`src/rtl/pds_pkg.sv`:
```
// ----------------------------------------------------------------------------
// pds_pkg
// Shared types and constants for the proper divisor sum block.
// ----------------------------------------------------------------------------
package pds_pkg;

  localparam int PRIME_DEPTH = 8192;
  localparam int IDX_W       = $clog2(PRIME_DEPTH);
  localparam int CNT_W       = 14;
  localparam int PRIME_W     = 32;
  localparam int NUM_W       = 64;
  localparam int STEP_W      = $clog2(NUM_W);

  localparam logic REQ_LOAD  = 1'b0;
  localparam logic REQ_QUERY = 1'b1;

  typedef enum logic {
    ALU_DIV,
    ALU_MUL
  } alu_op_t;

  typedef struct packed {
    logic    start;
    alu_op_t op;
  } alu_req_t;

  typedef enum logic [3:0] {
    S_IDLE,
    S_FETCH,
    S_WAIT,
    S_SQ,
    S_CHECK,
    S_DIV,
    S_MPOW,
    S_MSIG,
    S_TAIL,
    S_MTAIL,
    S_OUT
  } state_t;

endpackage

```
`src/rtl/pds_alu.sv`:
```
// ----------------------------------------------------------------------------
// pds_alu
// Bit-serial unit: 64 by 32 divide with remainder, or 64 by 64 multiply
// modulo 2^64, one bit per cycle.
// ----------------------------------------------------------------------------
module pds_alu
  import pds_pkg::*;
(
  input  logic               clk,
  input  logic               rst_n,
  input  alu_req_t           req,
  input  logic [NUM_W-1:0]   opa,
  input  logic [NUM_W-1:0]   opb,
  output logic               done,
  output logic [NUM_W-1:0]   quot,
  output logic [PRIME_W-1:0] rem,
  output logic [NUM_W-1:0]   prod
);

  logic               busy_r;
  logic               done_r;
  alu_op_t            op_r;
  logic [STEP_W-1:0]  cnt_r;
  logic [NUM_W-1:0]   x_r;
  logic [NUM_W-1:0]   m_r;
  logic [NUM_W-1:0]   acc_r;
  logic [PRIME_W-1:0] d_r;
  logic [PRIME_W-1:0] rem_r;
  logic [PRIME_W:0]   trial;
  logic               ge;

  assign trial = {rem_r, x_r[NUM_W-1]};
  assign ge    = trial >= {1'b0, d_r};

  always_ff @(posedge clk) begin
    if (!rst_n) begin
      busy_r <= 1'b0;
      done_r <= 1'b0;
    end else begin
      done_r <= 1'b0;
      if (req.start) begin
        busy_r <= 1'b1;
        op_r   <= req.op;
        cnt_r  <= '0;
        x_r    <= opa;
        m_r    <= (req.op == ALU_DIV) ? '0 : opb;
        acc_r  <= '0;
        d_r    <= opb[PRIME_W-1:0];
        rem_r  <= '0;
      end else if (busy_r) begin
        case (op_r)
          ALU_DIV: begin
            rem_r <= ge ? PRIME_W'(trial - {1'b0, d_r}) : trial[PRIME_W-1:0];
            m_r   <= {m_r[NUM_W-2:0], ge};
            x_r   <= x_r << 1;
            cnt_r <= cnt_r + 1'b1;
            if (cnt_r == STEP_W'(NUM_W - 1)) begin
              busy_r <= 1'b0;
              done_r <= 1'b1;
            end
          end
          ALU_MUL: begin
            if (m_r == '0) begin
              busy_r <= 1'b0;
              done_r <= 1'b1;
            end else begin
              if (m_r[0]) begin
                acc_r <= acc_r + x_r;
              end
              x_r <= x_r << 1;
              m_r <= m_r >> 1;
            end
          end
          default: busy_r <= 1'b0;
        endcase
      end
    end
  end

  assign done = done_r;
  assign quot = m_r;
  assign rem  = rem_r;
  assign prod = acc_r;

endmodule

```
`config.mk`:
```
export PLATFORM = sky130hd
export DESIGN_NAME = pds_alu
export DESIGN_NICKNAME = d
export VERILOG_FILES = /design/src/rtl/pds_pkg.sv /design/src/rtl/pds_alu.sv
export SDC_FILE = /design/constraint.sdc
export NUM_CORES = 1
export LEC_CHECK = 0
export ABC_AREA = 0
export BUFFER_PORTS_ARGS = -buffer_cell sky130_fd_sc_hd__buf_2
export CORE_MARGIN = 10
export CORE_UTILIZATION = 57
export CTS_CLUSTER_DIAMETER = 200
export CTS_CLUSTER_SIZE = 14
export DETAILED_ROUTE_END_ITERATION = 6
export PLACE_DENSITY_LB_ADDON = 0.25
export SLEW_MARGIN = 20
export SYNTH_ARGS = -nofsm -noshare
export SYNTH_HDL_FRONTEND = slang
export SYNTH_SLANG_ARGS = --single-unit
```
`constraint.sdc`:
```
create_clock -name clk -period 9.05 [get_ports clk]
set_clock_uncertainty 0.1 [all_clocks]
set_input_delay 0.905 -clock clk [delete_from_list [all_inputs] [get_ports clk]]
set_output_delay 0.905 -clock clk [all_outputs]
set_load 0.005 [all_outputs]
```
==> results of run 1 <==
logic make-up after synthesis:
group,synth area share (%)
AOI/OAI and AO/OA,16.63
and+or+nand+nor,12.10
adders and majority gates,7.423
muxes,9.084
DFF,47.47
xor gates and xnor gates,4.086
buffers and inverters,3.203
stage by stage:
step / area (um2) / hold WS [ns]
finish: 19120 / 0.4318
floorplan: 16720 / 0.3680
detailed placement: 18470 / 0.4186
global route: 19120 / 0.4438
CTS: 19110 / 0.4279
global placement: 18470 / 0.3945
final cells by class:
type / instances / area (um2)
clock buffers: 40 / 639.4
well taps: 384 / 480.5
multi-input cells: 1186 / 8285
diodes: 4 / 10.01
flip-flops and latches: 265 / 7938
fillers: 2396 / 9734
inverters: 58 / 217.7
repair buffers: 303 / 1553
power groups by stage:
stage | Clock (mW) | Combinational [mW] | Sequential [mW]
3_5_place_dp | 0 | 0.906 | 1.59
5_1_grt | 0.980 | 1.02 | 1.57
2_1_floorplan | 0 | 0.646 | 1.57
4_1_cts | 0.931 | 0.914 | 1.56
3_3_place_gp | 0 | 0.891 | 1.58
6_report | 0.919 | 0.922 | 1.56
per-layer routing:
metal / GRT usage (%) / share of wire (%)
met5: 0 / 0
met4: 8.654 / 3.2
met1: 33.04 / 42
met3: 4.792 / 7.8
met2: 40.03 / 47
state kept, by name, summed over array words and instances (netlist names):
register and cells:
quot 64, d_r 32, prod 64, x_r 64
busy_r 1, cnt_r 6, done 1, op_r 1
rem 32
Yosys cell counts (9+ instances only):
master / instances
edfxtp_1: 263
nand2_1: 147
nor2_1: 133
a21oi_1: 126
o21ai_0: 108
ha_1: 96
mux2i_1: 70
mux2_2: 68
a21o_1: 63
inv_1: 56
clkbuf_1: 50
xnor2_1: 40
xor2_1: 38
nand4_1: 26
nand3_1: 24
a31oi_1: 18
nor2b_1: 18
nor3_1: 18
nor4_1: 17
o21bai_1: 16
a211oi_1: 15
and2_1: 10
buf_2: 9
nand2b_1: 9
o21a_1: 9
critical path: cells and delay by family, from the launching register on:
kind | cells | cell delay (ns)
adder cells (fa/ha/maj) | 1 | 0.42
flip-flops | 1 | 0.42
AND/OR/NAND/NOR | 2 | 0.87
AO/OA/AOI/OAI | 6 | 2.04
how the worst max path moves through the flow:
stage                    startpoint                     to  slack (ns)  depth (start not counted)
2_1_floorplan                req[1]      quot[0]$_DFFE_PP_        0.80                          5
3_3_place_gp   rem[7]$_SDFFCE_PP0P_  rem[30]$_SDFFCE_PP0P_        5.15                         10
3_5_place_dp   rem[7]$_SDFFCE_PP0P_  rem[27]$_SDFFCE_PP0P_        4.98                          9
4_1_cts        rem[7]$_SDFFCE_PP0P_  rem[27]$_SDFFCE_PP0P_        4.97                          9
5_1_grt        rem[7]$_SDFFCE_PP0P_  rem[27]$_SDFFCE_PP0P_        4.76                          9
6_report       rem[7]$_SDFFCE_PP0P_  rem[27]$_SDFFCE_PP0P_        4.92                          9
==> impl_results.md, run 1 <==
* Final setup margin at roughly 4.9 ns
* Hold Path Class: flip-flop to flip-flop
* CP peak stage delay at 0.79 ns
* Largest net degree at the start of global routing at between 100 and 150
* CP arrival at ~4.3 ns
* TritonCTS clock tree: done
* Hold Crit Depth at 2
* Global-route usage over all layers at between 20% and 30%
* Gpl congestion at just over 1
* Number of flops mapped to enable cells by yosys at between 200 and 300
* Global-route wire length before repair at approximately 74,000 um
* Startpoint types: flip-flop
* CTS Hold Bufs at 0
* Crit Path Category: flip-flop to flip-flop
* WL final at around 48,000 um
* Fin nets at between 2,000 and 2,500
* Final setup fails at 0
* Starting density of the core at about 58%
* Critical path fanouts, max at 16
* CTS max path bufs at 3
* FP Rows at 62
* R2R Setup Slk at 4.92 ns
* H-tree levels at 1
* WHS Endpoint: done$_SDFF_PP0_
* Mapped Area at 16,720 um2
* Root buffer cell: clkbuf_16
* Pwr Density at 178.0 nW/um2
* Vias per cell at 6.074
* Sw frac at 31.19%
* Worst Tran Pin Value at between 0.9 and 1 ns
* Largest cells by area after synthesis: edfxtp_1 (47%), ha_1 (7.2%), mux2_2 (4.6%)
* Top cell type's share of synthesized area at 47.23%
* Max VDD drop at approximately 190 uV
* RSZ-0062 raised after global routing: false
* Max cap viols at 0
* Vias in the first global route at 13,450
* Area delta synth->final at 14.37%
* Crit end category: flip-flop
* Final ANT Viol Nets at 0
* Placeable Area at 28,860 um2
* Post-synth cell types at 80
* Net Sw Power at approximately 1.1 mW
* Remaining DRCs at 0
* Post-synthesis sequential area ratio at a little under half
* Drt wl/cell at ~21 um
* Status: finished, final reports clean
* Overall Power at between 3 and 4 mW
* Main synth FF type: edfxtp_1
* I/O pin count at approximately 300
* Finished Layout Cells at 2,240
* Synth Register Bits at 265
* Reg2Reg Capture Point: rem[27]$_SDFFCE_PP0P_
* Post-Syn Nets at approximately 1,800
* Post-synth ARST share at 0%
* Crit-path cells: ha_1, a21oi_2, nand2b_1, a311o_1, o21bai_2, a211oi_2, o31ai_2, and2_1, o311ai_0
* Setup_tns at 0 ns
* Fmax at around 240 MHz
* Post-CTS Setup Inserts at 0
* # resized after CTS at 0
* Vias at between 10,000 and 15,000
* Total internal power at around 2.3 mW
* Combinational fraction of design power at a little over a quarter
* CTS Sinks at 265
* R2r worst-path depth at 9
* Final period util at between 40% and 50%
* Total grt overflow at 0
* Sequential fraction of design power at between 40% and 50%
* DIE AREA at ~37,000 um2
* Antenna violations before repair at 3
* Pre-CTS setup slack at about 5.0 ns
* Final Util at 66.27%
* Minimum clock period at around 4.1 ns
* Cts bufs inserted at 22
* Die width at 191.3 um
* Crit-path slowest cell: o31ai_2
* Commonest non-fill, non-tap cells in the layout: buf_2 (291), edfxtp_1 (263), nand2_1 (147)
* Hold_sp: busy_r$_SDFF_PN0_
* Worst-Skew Late Latency at between 0.5 and 0.6 ns
* Clock power share at between 20% and 30%
* Share of cells above drive strength 1 at around a quarter
* P_leak at 7.993 nW
* Slew margin rel. at a little over a third
* Critical path required time at slightly above 9 ns
* Synth warnings at 0
* Avg Cell Area, Syn at ~11 um2
* Placed cells at about 2,200
* Commonest non-fill, non-tap cell in the layout: buf_2
* Final Hold Viols at 0
* First drt pass iteration count at 7
* DIE HEIGHT at 191.3 um
* Detailed Place HPWL at around 35,000 um
* Post-Synthesis Cells at about 1,600
* Drt initial violations at around 1,400
* Final slew viol count at 0
* Largest area contributor in the netlist: edfxtp_1
* CTS clock-pin slew for the worst setup and hold paths at 0.08 ns
* RR Startpoint: rem[7]$_SDFFCE_PP0P_
* Port bufs at 292
No activity file was read; power rests on OpenSTA's default activity.
==> run 2: changes to the inputs <==
- clock period: 9.05 -> 3.8 ns (I/O delays scaled with it)
==> run 2 against run 1 <==
  * Highest routed layer unchanged
  * Critical path depth rose by 1
  * Register-to-register slack worse by 4.7 ns
  * Largest cell class unchanged
  * Worst setup slack lost 4.7 ns
  * Critical endpoint is now prod[36]$_SDFFCE_PP0P_
  * Core utilization up 1.5 points
  * Cell count grew 1.7%
  * First-iteration DRC count shrank 9.9%
==> impl_results.md, run 2 (synthesized netlist as in run 1, its figures left out) <==
* Vias in the first global route at 13,410
* Final period util at 95.11%
* Final Hold Viols at 0
* Total grt overflow at 0
* GR Layer Usage met1 at 33.55%
* WL final at 47,860 um
* FP Rows at 62
* Commonest non-fill, non-tap cells in the layout: buf_2 (291), edfxtp_1 (263), nand2_1 (147)
* CTS Sinks at ~270
* Final ANT Viol Nets at 0
* Share of cells above drive strength 1 at between 20% and 30%
* Sequential fraction of design power at 45.8%
* Commonest non-fill, non-tap cell in the layout: buf_2
* Combinational fraction of design power at between 20% and 30%
* Final slew viol count at 0
* Vias per cell at about 6.1
* RSZ-0062 raised after global routing: false
* Largest delay contributor family on the critical path: compound AO/OA/AOI/OAI gates
* Port bufs at 292
* Global-route usage over all layers at roughly a quarter
* CP arrival at about 3.8 ns
* CTS max path bufs at 3
* Worst-Skew Late Latency at 0.53 ns
* Clock power share at a little over a quarter
* CTS clock-pin slew for the worst setup and hold paths at 0.08 ns
* Total internal power at around 5.6 mW
* H-tree levels at 1
* Drt initial violations at 1,255
* Met2 Use GR at about 40%
* Final setup margin at 0.1859 ns
* Grt met3 use at approximately 4.6%
* Net Sw Power at around 2.5 mW
* DIE AREA at between 30,000 and 40,000 um2
* CP peak stage delay at 0.59 ns
* Overall Power at between 8 and 9 mW
* Critical path fanouts, max at 5
* TritonCTS clock tree: done
* Gpl congestion at 1.000
* DIE HEIGHT at roughly 190 um
* Drt wl/cell at 21.01 um
* Max cap viols at 0
* Startpoint types: flip-flop
* Setup_tns at 0 ns
* Crit-path slowest cell: a21oi_1
* Sw frac at slightly above 30%
* Critical path required time at 3.94 ns
* Root buffer cell: clkbuf_16
* Crit-path cells: ha_1, a211oi_1, o21ai_2, o2111ai_2, a21oi_1, o21ai_1, o41ai_1, a21oi_1, xnor2_1, nor2_1
* Antenna violations before repair at 3
* Slew margin rel. at between 20 and 30%
* Starting density of the core at 57.94%
* P_leak at 8.173 nW
* Placeable Area at between 20,000 and 30,000 um2
* I/O pin count at roughly 300
* Remaining DRCs at 0
* Fmax at between 200 and 300 MHz
* Status: finished, final reports clean
* Max VDD drop at ~350 uV
* Worst Tran Pin Value at approximately 1.1 ns
* Pwr Density at about 420 nW/um2
* First drt pass iteration count at 5
* Cell mode on critical path: a21oi_1
* Hold Path Class: primary input to flip-flop
* Busiest grt layer: met2
* Pre-CTS setup slack at about 0.20 ns
* Global-route wire length before repair at between 70,000 and 80,000 um
* Crit end category: flip-flop
* Largest net degree at the start of global routing at roughly 140
* Cts bufs inserted at 22
* Final setup fails at 0
* Area delta synth->final at 16.92%
* Final hold slack at 0.02561 ns
* Minimum clock period at 3.614 ns
* Crit Path Category: flip-flop to flip-flop
* Vias at roughly 14,000
* Detailed Place HPWL at 34,880 um
* Fin nets at around 2,100
* WP buf/inv at 0
* Die width at 191.3 um
[run 2: path summary, 6_finish.rpt]
path / from / to / slack [ns] / depth (start not counted)
worst min register to register: busy_r$_SDFF_PN0_ / done$_SDFF_PP0_ / 0.41 / 2
worst min-delay path: opb[61] / quot[61]$_DFFE_PP_ / 0.03 / 3
worst max-delay path: x_r[2]$_DFFE_PP_ / prod[36]$_SDFFCE_PP0P_ / 0.19 / 10
worst max register to register: x_r[2]$_DFFE_PP_ / prod[36]$_SDFFCE_PP0P_ / 0.19 / 10
[run 2: per-layer routing]
layer,part of all wire [%],vias to the layer above
met4,3.1,0
li1,-,6491
met3,8.0,89
met1,42,6655
met5,0,-
met2,47,605
[run 2: repair_timing]
item                       in CTS  in global routing
hold endpoints to repair       32                  0
resized for setup               0                  2
setup endpoints to repair       0                  2
buffers inserted                0                  0
hold buffers                   32                  0
[run 2: area by class of cell]
type	instances	area [um2]
repair buffers	341	1968
flip-flops and latches	265	7938
clock buffers	40	639.4
inverters	58	217.7
fillers	2289	9308
multi-input cells	1186	8297
well taps	384	480.5
diodes	4	10.01
[run 2: power groups by stage]
stage	Combinational, mW	Sequential (mW)	Clock [mW]
after floorplan	1.54	3.73	0
after global placement	2.13	3.77	0
after detailed placement	2.17	3.78	0
after CTS	2.21	3.72	2.20
after global routing	2.47	3.75	2.32
final	2.23	3.73	2.18
[run 2: metrics by stage]
| step | util, % | instance area (um2) | std cells |
|---|---|---|---|
| after floorplan | - | 16730 | 1582 |
| after global placement | 64.35 | 18570 | 2202 |
| after detailed placement | 64.35 | 18570 | 2202 |
| after CTS | 67.67 | 19530 | 2274 |
| after global routing | 67.74 | 19550 | 2277 |
| final | 67.75 | 19550 | 2278 |
[run 2: worst min-delay path: stages]
cell	delay [ns]
buf_2	0.07
nand2_1	0.03
o21ai_0	0.06
==> run 3: changes to the inputs <==
- clock period: 3.8 -> 3.4 ns (I/O delays scaled with it)
==> run 3 against run 2 <==
  * The run now ends with setup timing left
  * Total power is 14% higher
  * Fmax is 5.9% higher
  * Register-to-register slack worse by 0.20 ns
  * Hold slack worse by 0.011 ns
  * Global-route usage is 1.5 points higher
  * Cell count is 3.2% higher
  * Worst setup slack worse by 0.20 ns
  * Sequential cell count stayed put
  * Critical path type unchanged
  * Largest cell class unchanged
==> impl_results.md, run 3 (synthesized netlist as in run 1, its figures left out) <==
* Critical path required time at around 3.6 ns
* CTS Sinks at 265
* Hold Path Class: primary input to flip-flop
* Fin nets at between 2,000 and 2,500
* Placed inst area at between 15,000 and 20,000 um2
* Root buffer cell: clkbuf_16
* Overall Power at between 9 and 10 mW
* Startpoint types: flip-flop
* Drt initial violations at roughly 1,100
* Gpl congestion at ~1.0
* DIE HEIGHT at approximately 190 um
* Die width at around 190 um
* Sw frac at around a third
* Hold_sp: opa[2]
* First drt pass iteration count at 5
* Antenna violations before repair at 1
* Slew margin rel. at between 20% and 30%
* Commonest non-fill, non-tap cells in the layout: buf_2 (291), edfxtp_1 (263), nand2_1 (147)
* Finished Layout Cells at ~2,400
* Final setup fails at 1
* Crit path launch: x_r[0]$_SDFFCE_PN0P_
* Status: finished with violations
* Placeable Area at ~29,000 um2
* Sequential fraction of design power at 44.9%
* Net Sw Power at about 3 mW
* Critical path fanouts, max at 3
* RSZ-0062 raised after global routing: true
* Crit path capture: prod[38]$_SDFFCE_PP0P_
* FP Rows at 62
* Crit-path slowest cell: edfxtp_1
* Drt wl/cell at ~22 um
* Detailed Place HPWL at around 37,000 um
* Final period util at 100.4%
* Largest net degree at the start of global routing at 127
* P_leak at approximately 8.5 nW
* R2R Setup Slk at -0.01 ns
* Critical path depth at 12
* Global-route wire length before repair at between 70,000 and 80,000 um
* Port bufs at around 290
* Vias at roughly 14,000
* R2r worst-path depth at 12
* Reg2Reg Capture Point: prod[38]$_SDFFCE_PP0P_
* Share of cells above drive strength 1 at between 20% and 30%
* Starting density of the core at around 58%
* CTS max path bufs at 3
* CTS clock-pin slew for the worst setup and hold paths at 0.08 ns
* Commonest non-fill, non-tap cell in the layout: buf_2
* Clock power share at 26.1%
* Area delta synth->final at 21.74%
* Pwr Density at approximately 460 nW/um2
* Global-route usage over all layers at 26.44%
* Final slew viol count at 0
* Crit end category: flip-flop
* CP peak stage delay at around 0.4 ns
* Total grt overflow at 0
* CP arrival at 3.59 ns
* H-tree levels at 1
* Worst-Skew Late Latency at roughly 0.53 ns
* Final ANT Viol Nets at 0
* Crit Path Category: flip-flop to flip-flop
* Vias in the first global route at 14,090
* Worst Tran Pin Value at roughly 1.1 ns
* I/O pin count at 293
* Final setup margin at -0.01287 ns
* Failing checks: setup timing
* Max cap viols at 0
* Minimum clock period at 3.413 ns
* Final Hold Viols at 0
* Placed cells at roughly 2,200
* Crit-path cells: ha_2, fa_2, a211oi_2, o21ai_2, o2111ai_2, a211oi_1, nor3_1, buf_4, o21a_1, o31ai_1, a221oi_1, mux2_2
* DIE AREA at 36,590 um2
* Combinational fraction of design power at approximately 29%
* Remaining DRCs at 0
* Cts bufs inserted at 22
* Max VDD drop at between 300 and 400 uV
* Total internal power at about 6.4 mW
* Vias per cell at 6.067
* TritonCTS clock tree: done
* WL final at between 50,000 and 60,000 um
* RR Startpoint: x_r[0]$_SDFFCE_PN0P_
* Fmax at ~300 MHz
* Largest delay contributor family on the critical path: compound AO/OA/AOI/OAI gates
* Design area at roughly 20,000 um2
* WP buf/inv at 1
[run 3: changes by cell type in the layout (fill, tap and decap cells not counted), sizes merged]
| cell | delta |
|---|---|
| clkbuf | -9 |
| dlygate4sd3 | +39 |
| diode | -3 |
| buf | +45 |
[run 3: power by group through the flow]
stage	Clock (mW)	Combinational [mW]	Sequential [mW]
after global placement	0	2.47	4.21
after detailed placement	0	2.52	4.22
final	2.42	2.69	4.16
after global routing	2.56	2.96	4.18
after CTS	2.44	2.61	4.15
after floorplan	0	1.72	4.17
[run 3: stage by stage]
stage / setup TNS, ns / worst slack, ns / hold WS [ns] / utilization [%]
after global routing: -0.1625 / -0.1400 / 0.0004410 / 70.54
final: -0.01287 / -0.01287 / 0.01472 / 70.54
after floorplan: 0 / 0.007799 / 0.3389 / -
after CTS: 0 / 0.0008737 / 0.0001975 / 69.95
after global placement: -0.01170 / -0.01170 / 0.3831 / 65.36
after detailed placement: -0.02520 / -0.02520 / 0.3963 / 65.36
[run 3: final cells by class]
cell class / instances / area, um2
clock buffer: 31 / 605.6
timing repair buffer: 425 / 2696
sequential: 265 / 7938
inverter: 58 / 217.7
antenna: 1 / 2.502
fill: 2217 / 8502
tap: 384 / 480.5
multi-input combinational: 1186 / 8416
[run 3: worst min path at each step]
| stage | end | depth (start not counted) |
|---|---|---|
| floorplan | d_r[0]$_DFFE_PP_ | 0 |
| CTS | x_r[39]$_DFFE_PP_ | 2 |
| global placement | done$_SDFF_PP0_ | 2 |
| detailed placement | done$_SDFF_PP0_ | 2 |
| finish | x_r[2]$_DFFE_PP_ | 2 |
| global route | x_r[61]$_DFFE_PP_ | 2 |
[run 3: metal layers]
layer	vias to the layer above	wire length (um)	GRT usage (%)
li1	6667	-	-
met1	6873	20810	34.74
met5	-	0	0
met2	608	24350	43.70
met3	109	3690	4.264
met4	0	1796	8.894
[run 3: timing repair]
action / 4_1_cts / 5_1_grt
hold buffers: 71 / 0
resized for setup: 2 / 25
endpoints found under the hold margin: 74 / 0
setup buffers: 0 / 6
pin swaps: 0 / 13
endpoints found under the setup margin: 4 / 33
